==> src/design/qte_pkg.sv <==
// Shared types, constants and the arctangent table for the quaternion to Euler converter.
package qte_pkg;

   localparam int QUAT_W      = 16;
   localparam int PROD_W      = 32;
   localparam int TERM_W      = 35;
   localparam int S_W         = 30;
   localparam int RAD_W       = 58;
   localparam int ROOT_W      = 29;
   localparam int SQRT_STEPS  = 29;
   localparam int ROLL_W      = 16;
   localparam int PITCH_W     = 15;
   localparam int YAW_W       = 16;
   localparam int GS_W        = 2;
   localparam int TOL_W       = 8;
   localparam int Z_W         = 28;
   localparam int ATAN_TAB_LEN = 24;
   localparam int CORDIC_STEPS_DEFAULT = 16;
   localparam int QUEUE_DEPTH = 4;

   localparam logic [TOL_W-1:0] TOL_RESET = 8'd1;
   localparam int HALF_PI_Z   = 26353589;
   localparam int PI_Q13      = 25736;
   localparam int HALF_PI_Q13 = 12868;
   localparam int ROUND_BIAS  = 1024;
   localparam int ROUND_SHIFT = 11;

   typedef enum logic [GS_W-1:0] {
      GS_NORMAL   = 2'd0,
      GS_LOCK_POS = 2'd1,
      GS_LOCK_NEG = 2'd2
   } gimbal_type;

   typedef struct packed {
      logic signed [PROD_W-1:0] xz;
      logic signed [PROD_W-1:0] wy;
      logic signed [PROD_W-1:0] yz;
      logic signed [PROD_W-1:0] wx;
      logic signed [PROD_W-1:0] xx;
      logic signed [PROD_W-1:0] yy;
      logic signed [PROD_W-1:0] xy;
      logic signed [PROD_W-1:0] wz;
      logic signed [PROD_W-1:0] zz;
   } prod_type;

   typedef struct packed {
      logic signed [TERM_W-1:0] m21;
      logic signed [TERM_W-1:0] m22;
      logic signed [TERM_W-1:0] m10;
      logic signed [TERM_W-1:0] m00;
      logic signed [TERM_W-1:0] m01;
      logic signed [TERM_W-1:0] m02;
   } terms_type;

   // atan(2^-i) in units of 2^-24 rad
   function automatic logic signed [Z_W-1:0] atan_entry(input int idx);
      logic signed [Z_W-1:0] v;
      case (idx)
         0:  v = 28'sd13176795;
         1:  v = 28'sd7778716;
         2:  v = 28'sd4110060;
         3:  v = 28'sd2086331;
         4:  v = 28'sd1047214;
         5:  v = 28'sd524117;
         6:  v = 28'sd262123;
         7:  v = 28'sd131069;
         8:  v = 28'sd65536;
         9:  v = 28'sd32768;
         10: v = 28'sd16384;
         11: v = 28'sd8192;
         12: v = 28'sd4096;
         13: v = 28'sd2048;
         14: v = 28'sd1024;
         15: v = 28'sd512;
         16: v = 28'sd256;
         17: v = 28'sd128;
         18: v = 28'sd64;
         19: v = 28'sd32;
         20: v = 28'sd16;
         21: v = 28'sd8;
         22: v = 28'sd4;
         23: v = 28'sd2;
         default: v = '0;
      endcase
      return v;
   endfunction

endpackage

==> src/design/qte_queue.sv <==
// Short request queue between the intake and the angle pipeline.
module qte_queue (
   input  logic              clock,
   input  logic              reset,
   input  logic              push_valid,
   output logic              push_ready,
   input  qte_pkg::prod_type push_data,
   output logic              pop_valid,
   input  logic              pop_ready,
   output qte_pkg::prod_type pop_data
);
   import qte_pkg::*;

   localparam int PTR_W = $clog2(QUEUE_DEPTH);
   localparam int CNT_W = $clog2(QUEUE_DEPTH + 1);

   prod_type           mem_ff [QUEUE_DEPTH];
   logic [PTR_W-1:0]   wr_ptr_ff, wr_ptr_in, rd_ptr_ff, rd_ptr_in;
   logic [CNT_W-1:0]   count_ff, count_in;
   logic               push, pop;

   assign push_ready = count_ff != CNT_W'(QUEUE_DEPTH);
   assign pop_valid  = count_ff != '0;
   assign pop_data   = mem_ff[rd_ptr_ff];
   assign push       = push_valid && push_ready;
   assign pop        = pop_valid && pop_ready;

   always_comb begin
      wr_ptr_in = wr_ptr_ff;
      rd_ptr_in = rd_ptr_ff;
      count_in  = count_ff;
      if (push) begin
         wr_ptr_in = (wr_ptr_ff == PTR_W'(QUEUE_DEPTH - 1)) ? '0 : wr_ptr_ff + 1'b1;
      end
      if (pop) begin
         rd_ptr_in = (rd_ptr_ff == PTR_W'(QUEUE_DEPTH - 1)) ? '0 : rd_ptr_ff + 1'b1;
      end
      case ({push, pop})
         2'b10:   count_in = count_ff + 1'b1;
         2'b01:   count_in = count_ff - 1'b1;
         default: count_in = count_ff;
      endcase
   end

   always_ff @(posedge clock) begin
      if (reset) begin
         wr_ptr_ff <= '0;
         rd_ptr_ff <= '0;
         count_ff  <= '0;
      end else begin
         wr_ptr_ff <= wr_ptr_in;
         rd_ptr_ff <= rd_ptr_in;
         count_ff  <= count_in;
      end
   end

   always_ff @(posedge clock) begin
      if (push) begin
         mem_ff[wr_ptr_ff] <= push_data;
      end
   end

   a_count_range: assert property (@(posedge clock) disable iff (reset)
      count_ff <= CNT_W'(QUEUE_DEPTH))
      else $error("queue count beyond depth");

   a_count_step: assert property (@(posedge clock) disable iff (reset)
      push && !pop |=> count_ff == $past(count_ff) + 1'b1)
      else $error("queue count missed a push");

endmodule

==> config.mk <==
export PLATFORM = sky130hd
export DESIGN_NAME = qte_queue
export DESIGN_NICKNAME = d
export VERILOG_FILES = /design/src/design/qte_pkg.sv /design/src/design/qte_queue.sv
export SDC_FILE = /design/constraint.sdc
export NUM_CORES = 1
export LEC_CHECK = 0
export ABC_AREA = 1
export ABC_CLOCK_PERIOD_IN_PS = 18400
export BUFFER_PORTS_ARGS = -buffer_cell sky130_fd_sc_hd__buf_2
export CAP_MARGIN = 20
export CORE_MARGIN = 2
export CORE_UTILIZATION = 38
export CTS_BUF_LIST = sky130_fd_sc_hd__clkbuf_4
export DETAILED_ROUTE_END_ITERATION = 12
export PLACE_DENSITY = 0.56
export SLEW_MARGIN = 20
export SYNTH_ARGS = -nofsm -noshare
export SYNTH_HDL_FRONTEND = slang
export SYNTH_SLANG_ARGS = --single-unit
==> constraint.sdc <==
create_clock -name clock -period 18.4 [get_ports clock]
set_input_delay 2.76 -clock clock [delete_from_list [all_inputs] [get_ports clock]]
set_output_delay 2.76 -clock clock [all_outputs]
set_load 0.02 [all_outputs]
==> qor.csv <==
metric;value;unit
outcome;finished, final reports clean;
worst_slack;10.25;ns
synthCells;2854;
rr_startpoint;count_ff[1];
yosysMostFrequentCell;edfxtp_1;
worst_pin_slew;1.24;ns
finalInstanceArea;51000;um^2
drive_gt1_share;29.0;%
internal-power;4.98;mW
p_sw_share;35.2;%
rows;123;
syn_nets;3153;
synthTopCellsByArea;edfxtp_1 (80%), nor2_1 (5.1%), o22ai_1 (4.2%);
rsz0062_at_grt;no;
drv_cap;0;
syn-cell-area;43300;um^2
area_growth_syn_to_layout;17.8;%
rr_worst_depth;7;
fin_total_pwr;7.68;mW
via_per_inst;5.02;
crit_slowest_cell;buf_4;
syn_area_per_cell;15.2;um^2
vias;26700;
crit_top_cell;buf_4;
synth_top_flop_cell;edfxtp_1;
post_drt_wl_per_cell;20.0;um
cts_resized;0;
period_minus_slack;8.15;ns
reg2reg_slack;14.39;ns
grt_pass1_vias;25900;
cts_tree;built;
start_util;38.4;%
synth_warnings;0;
place_area;47100;um^2
drt-met1-wl;43900;um
grt_first_pass_wirelength;158000;um
r2r-end;mem_ff[2][232];
yosysUniqueCellTypes;23;
p_leak;17.9;nW
slew_headroom;17.3;%
yosysTopAreaCellShare;79.9;%
fin_tns_setup;0;ns
path_max_fanout;310;
place.gp.congestion;0.768;
hold-worst-slack;0.526;ns
ant_nets;0;
nets;3899;
top_layer;met5;
peakVddDrop;0.141;mV
hold_class;reg -> reg;
wl_met3;6850;um
synth_edf_count;1152;
fmaxAchievable;123;MHz
critPathCaptureType;output pin;
routed_wl;106000;um
hold_viol;0;
numCtsBuffers;321;
final.period_utilization;44.3;%
overflow;0;
cts_num_sinks;1161;
synth-seq-cells;1161;
drtPass1Iterations;7;
crit_path_start_kind;flop;
numPortBuffers;581;
post-place-ws;11.30;ns
synth-async-reset-ratio;0;%
ys_seq_area_share;80.3;%
routed-wl-met2;52400;um
antenna_found_initial;35;
slowest_delay;0.78;ns
synth_common_cells;edfxtp_1 (1,152), nor2_1 (590), o21ai_0 (323);
placedCellCount;4777;
crit_required;15.64;ns
worstPathArrival;5.39;ns
path_clk_slew;0.07;ns
cts_buffer_depth;4;
p_switching;2.70;mW
synth_top_cell_by_area;edfxtp_1;
grt_max_degree;311;
endpoint;pop_data[161];
gr-usage-all-layers;17.7;%
coreArea;113000;um^2
dieArea;117000;um^2
dp_hpwl;60000;um
finalMaxSlewViolations;0;
drc;0;
clkLatencyLatePin;1.19;ns
postCtsSetupRepairBufs;0;
io_pins;582;
crit_type;reg -> out;
clock-root-buffer;clkbuf_4;
layout.cells.non_filler;5322;
clock_skew;0.0708;ns
pwr-share-clk;28.6;%
seqPwrFrac;42.4;%
drtIter0Drc;1793;
setup_viol;0;
die_w;342;um
htree_levels;5;
combinationalPowerShare;29.0;%
powerDensity;151;nW/um^2
critical_path.cell_chain;clkinv_16, buf_4, buf_4, buf_4, o21ai_1, o22ai_1, buf_2;
holdBufCountCts;0;
post-route-util;45.2;%
die_y;342;um
metal layers:
| metal | GRT usage [%] | vias up |
|---|---|---|
| met4 | 7.88 | 22 |
| met1 | 22.4 | 13100 |
| met3 | 4.93 | 222 |
| li1 | - | 12600 |
| met5 | 0 | - |
| met2 | 28.5 | 829 |
area by class of cell:
cell class	count	area [um^2]
antenna	28	70.1
clock inverter	50	309
clock buffer	467	3510
fill	10200	61800
timing repair buffer	613	3190
tap	1500	1880
multi-input combinational	1485	7130
sequential	1161	34800
inverter	18	106
cells in the final DEF, fill, tap and decap left out, types with 7 or more instances in the layout:
master / netlist / layout
o22ai_1: 288 / 288
clkinv_1: 0 / 36
o21ai_1: 255 / 255
buf_2: 25 / 581
buf_4: 8 / 27
nand2_1: 14 / 14
inv_1: 16 / 16
nor2_1: 590 / 586
o21ai_0: 323 / 323
edfxtp_1: 1152 / 1152
diode_2: 0 / 28
clkbuf_4: 0 / 467
dfxtp_1: 9 / 7
worst min-delay path by stage:
stage / from / to / slack (ns) / cells after the start
after floorplan: rd_ptr_ff[1] / flop / 0.48 / 2
after global placement: rd_ptr_ff[1] / flop / 0.52 / 2
after detailed placement: rd_ptr_ff[1] / flop / 0.52 / 2
after CTS: rd_ptr_ff[1] / flop / 0.52 / 2
after global routing: rd_ptr_ff[1] / flop / 0.54 / 2
final: count_ff[0] / count_ff[0] / 0.53 / 2
cell families (layout without fill, tap and decap cells):
kind of cell | count (synthesis) | after routing | synth area share (%)
flops | 1161 | 1161 | 80.3
buf+inv | 208 | 1148 | 3.25
simple gates | 608 | 608 | 5.30
fa+ha+maj | 7 | 7 | 0.220
compound gates | 870 | 870 | 10.9
other cells | 0 | 28 | 0
power by group through the flow:
stage / registers [mW] / logic, mW / clock network (mW)
floorplan: 3.38 / 1.51 / 0
global placement: 3.31 / 2.26 / 0
detailed placement: 3.32 / 2.26 / 0
CTS: 3.26 / 2.27 / 2.28
global route: 3.28 / 2.41 / 2.41
finish: 3.26 / 2.23 / 2.20
critical path, delay by kind of cell, from the launching register on:
family	cells	cell delay [ns]
buffers and inverters	5	3.01
flip-flops	1	0.62
AO/OA/AOI/OAI	2	0.32
sequential cells by signal (all words and copies together) (netlist names), named ones only:
register / count
rd_ptr_ff: 2
count_ff: 3
mem_ff: 1152
wr_ptr_ff: 2
No activity file was read; power rests on OpenSTA's default activity.
